$ cat src/rtl/pewf_pkg.sv
`timescale 1ns / 1ps

package pewf_pkg;

    localparam int TABLE_ENTRIES = 16;
    localparam int ENERGY_BITS   = 24;
    localparam int CODE_BITS     = 32;
    localparam int IDX_W         = (TABLE_ENTRIES > 1) ? $clog2(TABLE_ENTRIES) : 1;
    localparam int CFG_ADDR_W    = 2;
    localparam int CFG_DATA_W    = ENERGY_BITS;

    // commands
    localparam logic [1:0] CMD_CHECK = 2'd0;
    localparam logic [1:0] CMD_SET   = 2'd1;
    localparam logic [1:0] CMD_CLEAR = 2'd2;

    // filter modes (the unused code behaves as pass)
    localparam logic [1:0] MODE_PASS  = 2'd0;
    localparam logic [1:0] MODE_WHITE = 2'd1;
    localparam logic [1:0] MODE_BLACK = 2'd2;

    // configuration register indexes
    localparam logic [CFG_ADDR_W-1:0] CFG_MODE   = 2'd0;
    localparam logic [CFG_ADDR_W-1:0] CFG_GLOW   = 2'd1;
    localparam logic [CFG_ADDR_W-1:0] CFG_GHIGH  = 2'd2;

    typedef struct packed {
        logic [1:0]                   command;
        logic signed [CODE_BITS-1:0]  particle_code;
        logic [ENERGY_BITS-1:0]       hit_energy;
        logic [ENERGY_BITS-1:0]       window_low;
        logic [ENERGY_BITS-1:0]       window_high;
    } in_item_t;

    typedef struct packed {
        logic accepted;
        logic status;
    } out_item_t;

    // query travelling along the row of cells
    typedef struct packed {
        logic                   active;
        logic [1:0]             cmd;
        logic [CODE_BITS-1:0]   code;
        logic [ENERGY_BITS-1:0] energy;
        logic [ENERGY_BITS-1:0] wlo;
        logic [ENERGY_BITS-1:0] whi;
        logic                   hit;
        logic                   hit_win;
        logic [IDX_W-1:0]       hit_idx;
        logic                   free_ok;
        logic [IDX_W-1:0]       free_idx;
    } tok_t;

    // table update broadcast to every cell
    typedef struct packed {
        logic                   en;
        logic                   clr;
        logic [IDX_W-1:0]       idx;
        logic [CODE_BITS-1:0]   code;
        logic [ENERGY_BITS-1:0] lo;
        logic [ENERGY_BITS-1:0] hi;
    } wr_t;

    // equal bounds pass all, lo < hi is an open interval, lo > hi a wrapped gap
    function automatic logic in_window(input logic [ENERGY_BITS-1:0] e,
                                       input logic [ENERGY_BITS-1:0] lo,
                                       input logic [ENERGY_BITS-1:0] hi);
        logic res;
        if (lo == hi) begin
            res = 1'b1;
        end else if (lo < hi) begin
            res = (e > lo) && (e < hi);
        end else begin
            res = (e > lo) || (e < hi);
        end
        return res;
    endfunction

endpackage

$ cat src/rtl/particle_energy_window_filter.sv
`timescale 1ns / 1ps
// Channel   Ports                       Direction  Payload
// input     s_valid s_ready s_data      in         in_item_t (command, code, energy, window)
// result    m_valid m_ready m_data      out        out_item_t (accepted, status)
// config    cfg_we cfg_addr cfg_wdata   in         write only, index 0..2
//
// An item passes from its transfer to its result through the input register
// tok_in_reg, one register per table cell as the query walks the row, the staged
// result register pend_reg and the output register. One item is in the row at a
// time: a new transfer is taken only once the row is empty and nothing is staged.
// Reset (synchronous, aresetn low) empties the table, resets the configuration
// registers and clears the valid flags. A result waiting on m_ready does not block
// the next input transfer, but the staged result of that item then holds off any further one.

module particle_energy_window_filter import pewf_pkg::*; (
    input  logic                  aclk,
    input  logic                  aresetn,
    input  logic                  cfg_we,
    input  logic [CFG_ADDR_W-1:0] cfg_addr,
    input  logic [CFG_DATA_W-1:0] cfg_wdata,
    input  logic                  s_valid,
    output logic                  s_ready,
    input  in_item_t              s_data,
    output logic                  m_valid,
    input  logic                  m_ready,
    output out_item_t             m_data
);

    // configuration registers
    logic [1:0]             mode_reg;
    logic [ENERGY_BITS-1:0] glow_reg;
    logic [ENERGY_BITS-1:0] ghigh_reg;

    // control
    logic      inflight_reg;   // a query is in the row
    logic      pend_valid_reg; // result staged, waiting for the output register
    out_item_t pend_reg;
    out_item_t pend_next;
    logic      m_valid_reg;
    out_item_t m_data_reg;

    tok_t tok_in_reg;
    tok_t tok_chain [TABLE_ENTRIES];
    tok_t last_tok;
    wr_t  wr;
    logic [TABLE_ENTRIES-1:0] act_vec;

    logic s_fire;
    logic out_free;
    logic gwin;
    logic listed;

    assign s_ready  = !inflight_reg && !pend_valid_reg;
    assign s_fire   = s_valid && s_ready;
    assign out_free = !m_valid_reg || m_ready;
    assign last_tok = tok_chain[TABLE_ENTRIES-1];

    always_ff @(posedge aclk) begin
        if (!aresetn) begin
            mode_reg  <= MODE_PASS;
            glow_reg  <= '0;
            ghigh_reg <= '0;
        end else if (cfg_we) begin
            case (cfg_addr)
                CFG_MODE:  mode_reg  <= cfg_wdata[1:0];
                CFG_GLOW:  glow_reg  <= cfg_wdata[ENERGY_BITS-1:0];
                CFG_GHIGH: ghigh_reg <= cfg_wdata[ENERGY_BITS-1:0];
                default: ;
            endcase
        end
    end

    // query entering the first cell
    always_ff @(posedge aclk) begin
        if (!aresetn) begin
            tok_in_reg.active <= 1'b0;
        end else begin
            tok_in_reg.active <= s_fire;
        end
        if (s_fire) begin
            tok_in_reg.cmd      <= s_data.command;
            tok_in_reg.code     <= s_data.particle_code;
            tok_in_reg.energy   <= s_data.hit_energy;
            tok_in_reg.wlo      <= s_data.window_low;
            tok_in_reg.whi      <= s_data.window_high;
            tok_in_reg.hit      <= 1'b0;
            tok_in_reg.hit_win  <= 1'b0;
            tok_in_reg.hit_idx  <= '0;
            tok_in_reg.free_ok  <= 1'b0;
            tok_in_reg.free_idx <= '0;
        end
    end

    // row of table cells, one entry each
    for (genvar i = 0; i < TABLE_ENTRIES; i++) begin : g_cell
        if (i == 0) begin : g_first
            pewf_cell u_cell (
                .aclk     (aclk),
                .aresetn  (aresetn),
                .cell_idx (IDX_W'(i)),
                .tok_in   (tok_in_reg),
                .wr       (wr),
                .tok_out  (tok_chain[i])
            );
        end else begin : g_next
            pewf_cell u_cell (
                .aclk     (aclk),
                .aresetn  (aresetn),
                .cell_idx (IDX_W'(i)),
                .tok_in   (tok_chain[i-1]),
                .wr       (wr),
                .tok_out  (tok_chain[i])
            );
        end
        assign act_vec[i] = tok_chain[i].active;
    end

    // end of row: decide the result and the table update
    always_comb begin
        gwin   = in_window(last_tok.energy, glow_reg, ghigh_reg);
        listed = last_tok.hit && last_tok.hit_win;
        pend_next = '0;
        wr.en   = 1'b0;
        wr.clr  = 1'b0;
        wr.idx  = last_tok.hit ? last_tok.hit_idx : last_tok.free_idx;
        wr.code = last_tok.code;
        wr.lo   = last_tok.wlo;
        wr.hi   = last_tok.whi;
        case (last_tok.cmd)
            CMD_CHECK: begin
                case (mode_reg)
                    MODE_WHITE: pend_next.accepted = gwin && listed;
                    MODE_BLACK: pend_next.accepted = gwin && !listed;
                    default:    pend_next.accepted = gwin;
                endcase
            end
            CMD_SET: begin
                // overwrite a listed code, else take the lowest free slot
                wr.en            = last_tok.active && (last_tok.hit || last_tok.free_ok);
                pend_next.status = !(last_tok.hit || last_tok.free_ok);
            end
            CMD_CLEAR: begin
                wr.clr = last_tok.active;
            end
            default: ;
        endcase
    end

    always_ff @(posedge aclk) begin
        if (!aresetn) begin
            inflight_reg   <= 1'b0;
            pend_valid_reg <= 1'b0;
            m_valid_reg    <= 1'b0;
        end else begin
            if (s_fire) begin
                inflight_reg <= 1'b1;
            end else if (last_tok.active) begin
                inflight_reg <= 1'b0;
            end
            if (last_tok.active) begin
                pend_valid_reg <= 1'b1;
            end else if (pend_valid_reg && out_free) begin
                pend_valid_reg <= 1'b0;
            end
            if (pend_valid_reg && out_free) begin
                m_valid_reg <= 1'b1;
            end else if (m_ready) begin
                m_valid_reg <= 1'b0;
            end
        end
    end

    always_ff @(posedge aclk) begin
        if (last_tok.active) begin
            pend_reg <= pend_next;
        end
        if (pend_valid_reg && out_free) begin
            m_data_reg <= pend_reg;
        end
    end

    assign m_valid = m_valid_reg;
    assign m_data  = m_data_reg;

    // at most one query walks the row
    a_single_query: assert property (@(posedge aclk) disable iff (!aresetn)
        $countones({act_vec, tok_in_reg.active}) <= 1)
        else $error("more than one query in the cell row");

    // a query reaching the end of the row was accepted and is still owned
    a_end_owned: assert property (@(posedge aclk) disable iff (!aresetn)
        last_tok.active |-> (inflight_reg && !pend_valid_reg))
        else $error("query left the row with no transfer outstanding");

    // a staged result moves on as soon as the output register is free
    a_pend_drains: assert property (@(posedge aclk) disable iff (!aresetn)
        (pend_valid_reg && out_free) |=> (m_valid_reg && !pend_valid_reg))
        else $error("staged result did not move to the output register");

    // no table update without a query at the end of the row
    a_wr_qualified: assert property (@(posedge aclk) disable iff (!aresetn)
        (wr.en || wr.clr) |-> last_tok.active)
        else $error("table update without a query");

endmodule

$ cat src/rtl/pewf_cell.sv
`timescale 1ns / 1ps

module pewf_cell import pewf_pkg::*; (
    input  logic             aclk,
    input  logic             aresetn,
    input  logic [IDX_W-1:0] cell_idx,
    input  tok_t             tok_in,
    input  wr_t              wr,
    output tok_t             tok_out
);

    logic                   entry_valid_reg;
    logic [CODE_BITS-1:0]   entry_code_reg;
    logic [ENERGY_BITS-1:0] entry_low_reg;
    logic [ENERGY_BITS-1:0] entry_high_reg;
    tok_t                   tok_reg;
    tok_t                   tok_next;
    logic                   match;

    always_comb begin
        match    = tok_in.active && entry_valid_reg && (entry_code_reg == tok_in.code);
        tok_next = tok_in;
        if (match) begin
            tok_next.hit     = 1'b1;
            tok_next.hit_idx = cell_idx;
            tok_next.hit_win = in_window(tok_in.energy, entry_low_reg, entry_high_reg);
        end
        // first free slot seen from the low end wins
        if (tok_in.active && !tok_in.free_ok && !entry_valid_reg) begin
            tok_next.free_ok  = 1'b1;
            tok_next.free_idx = cell_idx;
        end
    end

    always_ff @(posedge aclk) begin
        if (!aresetn) begin
            entry_valid_reg <= 1'b0;
            tok_reg.active  <= 1'b0;
        end else begin
            tok_reg.active <= tok_next.active;
            if (wr.clr) begin
                entry_valid_reg <= 1'b0;
            end else if (wr.en && (wr.idx == cell_idx)) begin
                entry_valid_reg <= 1'b1;
            end
        end
        tok_reg.cmd      <= tok_next.cmd;
        tok_reg.code     <= tok_next.code;
        tok_reg.energy   <= tok_next.energy;
        tok_reg.wlo      <= tok_next.wlo;
        tok_reg.whi      <= tok_next.whi;
        tok_reg.hit      <= tok_next.hit;
        tok_reg.hit_win  <= tok_next.hit_win;
        tok_reg.hit_idx  <= tok_next.hit_idx;
        tok_reg.free_ok  <= tok_next.free_ok;
        tok_reg.free_idx <= tok_next.free_idx;
        if (wr.en && (wr.idx == cell_idx)) begin
            entry_code_reg <= wr.code;
            entry_low_reg  <= wr.lo;
            entry_high_reg <= wr.hi;
        end
    end

    assign tok_out = tok_reg;

endmodule

$ cat config.mk
export PLATFORM = sky130hd
export DESIGN_NAME = particle_energy_window_filter
export DESIGN_NICKNAME = d
export VERILOG_FILES = /design/src/rtl/pewf_pkg.sv /design/src/rtl/particle_energy_window_filter.sv /design/src/rtl/pewf_cell.sv
export SDC_FILE = /design/constraint.sdc
export NUM_CORES = 2
export LEC_CHECK = 0
export BUFFER_PORTS_ARGS = -buffer_cell sky130_fd_sc_hd__buf_2
export CAP_MARGIN = 20
export CORE_MARGIN = 3
export CORE_UTILIZATION = 55
export DETAILED_ROUTE_END_ITERATION = 10
export PLACE_DENSITY = 0.68
export SLEW_MARGIN = 20
export SYNTH_ARGS = -nofsm -noshare
export SYNTH_HDL_FRONTEND = slang
export SYNTH_SLANG_ARGS = --single-unit
$ cat constraint.sdc
create_clock -name aclk -period 7.85 [get_ports aclk]
set_clock_uncertainty 0.1 [all_clocks]
set_input_delay 1.1775 -clock aclk [delete_from_list [all_inputs] [get_ports aclk]]
set_output_delay 1.1775 -clock aclk [all_outputs]
set_load 0.05 [all_outputs]
==> flow_results.xml <==
<?xml version="1.0" encoding="UTF-8"?>
<metrics>
  <group name="run_status">
    <metric name="status" unit="">completed</metric>
  </group>
  <group name="sta">
    <metric name="maxSlewHeadroom" unit="">0.2172</metric>
    <metric name="setup_viol" unit="">0</metric>
    <metric name="timing_max_transition_violations_final" unit="">0</metric>
    <metric name="layout_worst_path_cycle_share" unit="">0.5420</metric>
    <metric name="tightestPinTransition" unit="ps">1174</metric>
    <metric name="timing.fmax" unit="GHz">0.2350</metric>
    <metric name="grt_setup_unrepaired" unit="">false</metric>
    <metric name="layout_min_cycle_time" unit="ps">4255</metric>
    <metric name="timing.final.ws_setup" unit="ps">3595</metric>
    <metric name="setup_tns" unit="ps">0</metric>
    <metric name="hold_viol" unit="">0</metric>
  </group>
  <group name="routing">
    <metric name="detailroute.via_count" unit="">64040</metric>
    <metric name="routed_via_density" unit="">5.368</metric>
    <metric name="routed_wl" unit="um">266100</metric>
    <metric name="wire_per_inst" unit="um">22.31</metric>
    <metric name="drcViolationCount" unit="">0</metric>
    <metric name="dr.pass1.iters" unit="">6</metric>
    <metric name="drt.antenna.violating_nets" unit="">0</metric>
    <metric name="drt_iter0_markers" unit="">4512</metric>
  </group>
  <group name="worst_setup_path">
    <metric name="cp_max_fanout" unit="">48</metric>
    <metric name="r2r_end" unit="">g_cell[14].g_next.u_cell.entry_low_reg[19]</metric>
    <metric name="timing.critical_path.to" unit="">g_cell[14].g_next.u_cell.entry_low_reg[19]</metric>
    <metric name="crit_path_start_kind" unit="">flop</metric>
    <metric name="timing.critical_path.slowest_stage_cell" unit="">nor2_4</metric>
    <metric name="worstSetupEndpointType" unit="">flop</metric>
    <metric name="signal_arrival_time_at_the_worst_endpoint" unit="ps">4690</metric>
    <metric name="worstRegToRegCells" unit="">5</metric>
    <metric name="startpoint" unit="">g_cell[15].g_next.u_cell.tok_out[10]</metric>
    <metric name="worstReg2RegStart" unit="">g_cell[15].g_next.u_cell.tok_out[10]</metric>
    <metric name="worst-endpoint-required" unit="ps">8290</metric>
    <metric name="ff2ff_setup_slack" unit="ps">3600</metric>
    <metric name="max_stage_delay" unit="ps">990</metric>
    <metric name="critPathKind" unit="">flop to flop</metric>
    <metric name="path_cells" unit="">nor2_1, nor4_2, nand2_1, nor2_4, buf_4</metric>
  </group>
  <group name="synth">
    <metric name="yosys.area.top_type" unit="">edfxtp_1</metric>
    <metric name="yosys_register_bits" unit="">3318</metric>
    <metric name="netlist_area" unit="um^2">117000</metric>
    <metric name="sequential_area_share_after_synthesis" unit="">0.6868</metric>
    <metric name="dominantRegCellSynth" unit="">dfxtp_1</metric>
    <metric name="netlist.area_leader.share" unit="">0.3568</metric>
    <metric name="synth_async_sr_flop_share" unit="">0</metric>
    <metric name="synthCells" unit="">8317</metric>
    <metric name="number_of_nets_in_the_synthesized_netlist" unit="">9662</metric>
    <metric name="synthesis.yosys.warnings" unit="">0</metric>
    <metric name="edff_count_synth" unit="">1390</metric>
    <metric name="synth.lib_cells_used.distinct" unit="">76</metric>
    <metric name="synth.area.top_cells" unit="">edfxtp_1 36%, dfxtp_1 33%, ha_1 13%</metric>
    <metric name="synth_area_per_cell" unit="um^2">14.06</metric>
  </group>
  <group name="final_layout">
    <metric name="post_route_cells_drive_above_1_share" unit="">0.09405</metric>
    <metric name="post_layout_nonfiller_instances" unit="">11930</metric>
    <metric name="area.growth.synth_to_final" unit="%">13.60</metric>
    <metric name="largest_register_ff_count" unit="">1748</metric>
    <metric name="final-seq-area" unit="um^2">80390</metric>
    <metric name="multi_input_comb_area" unit="um^2">33600</metric>
    <metric name="n_fill_cell" unit="">15440</metric>
    <metric name="final_design_area_no_fill" unit="um^2">132900</metric>
    <metric name="num-nets-final" unit="">10180</metric>
  </group>
  <group name="power_and_ir_drop">
    <metric name="p_int" unit="uW">28200</metric>
    <metric name="relative_contribution_of_the_clock_network_to_total_power" unit="">0.438</metric>
    <metric name="power_frac_seq" unit="">0.537</metric>
    <metric name="leakage" unit="uW">0.05536</metric>
    <metric name="p_sw" unit="uW">7409</metric>
    <metric name="ir_drop" unit="uV">324.3</metric>
    <metric name="power.share.combinational" unit="">0.025</metric>
    <metric name="power.share.switching" unit="">0.2081</metric>
    <metric name="power.density_cell_area" unit="nW/um^2">268.0</metric>
  </group>
  <group name="clocking">
    <metric name="cts_hold_buf" unit="">0</metric>
    <metric name="postCtsResizedCells" unit="">0</metric>
    <metric name="cts.path.max_buffers" unit="">4</metric>
    <metric name="cts_buffers" unit="">331</metric>
    <metric name="clk_pin_slew_worst_paths" unit="ps">70</metric>
    <metric name="cts.sink_count" unit="">3318</metric>
    <metric name="clock_tree.htree_level_count" unit="">5</metric>
    <metric name="cts_tree" unit="">built</metric>
    <metric name="worstSkewPairLatency" unit="ps">960</metric>
    <metric name="post_cts_setup_buffer_count" unit="">0</metric>
    <metric name="clockRootBuffer" unit="">clkbuf_16</metric>
  </group>
  <group name="grt">
    <metric name="grt.overflow.total" unit="">0</metric>
    <metric name="largest_net_degree_at_the_start_of_global_routing" unit="">100</metric>
    <metric name="number_of_global_route_vias_before_repair" unit="">65630</metric>
    <metric name="grt_util_all_layers" unit="">0.2446</metric>
    <metric name="initial_antenna_violation_count" unit="">32</metric>
    <metric name="wire_length_of_the_first_global_routing_pass" unit="um">398200</metric>
  </group>
  <group name="floorplan">
    <metric name="die_h" unit="um">467.2</metric>
    <metric name="core_region_area" unit="um^2">210600</metric>
    <metric name="initial_core_utilization" unit="">0.5554</metric>
    <metric name="fp.dieArea" unit="um^2">218200</metric>
    <metric name="floorplan.io_pins" unit="">141</metric>
    <metric name="die_width" unit="um">467.2</metric>
    <metric name="rows" unit="">168</metric>
  </group>
  <group name="placement">
    <metric name="dp_slack" unit="ps">3219</metric>
    <metric name="placed_cells" unit="">11300</metric>
    <metric name="buffer_ports.inserted" unit="">140</metric>
    <metric name="gp_congestion" unit="">0.8981</metric>
    <metric name="detailed_place.area" unit="um^2">121800</metric>
    <metric name="hpwl" unit="um">191700</metric>
  </group>
  <group name="min_path">
    <metric name="hold_path.startpoint" unit="">g_cell[13].g_next.u_cell.tok_out[51]</metric>
    <metric name="worstHoldPathType" unit="">flop to flop</metric>
  </group>
  <group name="run">
    <metric name="drv.max_cap_violation_count" unit="">0</metric>
  </group>
</metrics>
-- power groups by stage --
| stage | clock network [uW] | logic, uW | registers (uW) |
|---|---|---|---|
| global route | 16600 | 1010 | 19200 |
| CTS | 15900 | 900 | 19100 |
| floorplan | 0 | 549 | 19200 |
| detailed placement | 0 | 890 | 19500 |
| finish | 15600 | 894 | 19100 |
| global placement | 0 | 854 | 19500 |
-- critical path: cells and delay by family (launching register included) --
| kind | cells | cell delay, ps |
|---|---|---|
| flip-flops | 1 | 790 |
| buffers and inverters | 1 | 660 |
| AND/OR/NAND/NOR | 4 | 2250 |
-- Yosys cell counts (all sizes together) (6+ instances only) --
cell / n
dfxtp: 1928
edfxtp: 1390
ha: 1208
inv: 836
a21oi: 493
xor2: 412
nand2: 294
nand4: 242
nor2: 173
o21ai: 168
a21o: 151
nor4: 139
nand3: 109
nor2b: 106
xnor2: 100
or2: 72
a211oi: 48
o211ai: 45
nor3: 43
nand2b: 41
o21a: 35
and2: 21
a21boi: 20
a2111oi: 19
clkbuf: 19
a31oi: 18
and3: 17
o31ai: 17
maj3: 15
or4: 15
o311ai: 12
and4: 11
o21bai: 10
a221o: 8
nor3b: 7
a221oi: 6
o31a: 6
-- worst min-delay path by stage --
stage          cells after the start                                     to
2_1_floorplan                      0  g_cell[10].g_next.u_cell.tok_out[115]
3_3_place_gp                       0    g_cell[6].g_next.u_cell.tok_out[48]
3_5_place_dp                       0   g_cell[15].g_next.u_cell.tok_out[31]
4_1_cts                            0   g_cell[14].g_next.u_cell.tok_out[51]
5_1_grt                            0   g_cell[14].g_next.u_cell.tok_out[51]
6_report                           0   g_cell[14].g_next.u_cell.tok_out[51]
-- cells in the final DEF, fill, tap and decap left out, types with 151 or more instances in the layout --
cell type	netlist	routed
dfxtp_1	1928	1888
clkbuf_16	0	349
a21o_1	151	151
ha_1	1208	1208
xor2_1	412	412
nand2_1	294	294
a21oi_1	493	493
inv_1	835	835
nand4_1	241	241
edfxtp_1	1390	1390
o21ai_0	151	151
nor2_1	173	157
-- through the flow --
stage          hold slack, ps  power [uW]    util
3_3_place_gp            209.5       20340  0.5781
2_1_floorplan           209.6       19720       -
5_1_grt                 202.8       36770  0.6308
3_5_place_dp            212.0       20390  0.5783
6_report                192.4       35610  0.6309
4_1_cts                 185.5       35930  0.6303
-- logic make-up (layout without fill, tap and decap cells) --
kind of cell,after synthesis,after routing,share of synthesized area
AO/OA/AOI/OAI,1105,1105,0.05796
XOR/XNOR,512,512,0.03834
adder cells (fa/ha/maj),1223,1223,0.1305
buffers and inverters,855,1629,0.02744
flip-flops,3318,3318,0.6868
multiplexers,3,3,0.0002781
other,0,34,0
AND/OR/NAND/NOR,1301,1301,0.05868
-- routing by layer --
metal  GRT usage  share of wire
met5           0              0
met4     0.09348          0.038
met1      0.3119           0.42
met3     0.03115          0.048
met2      0.4258           0.50
-- layout make-up --
type,instances,share of cell area
timing repair buffer,202,0.009105
antenna,34,0.0006403
clock buffer,464,0.07232
clock inverter,127,0.01008
tap,2805,0.02641
inverter,836,0.02362
sequential,3318,0.6050
multi-input combinational,4144,0.2529
No activity file was read; power rests on OpenSTA's default activity.
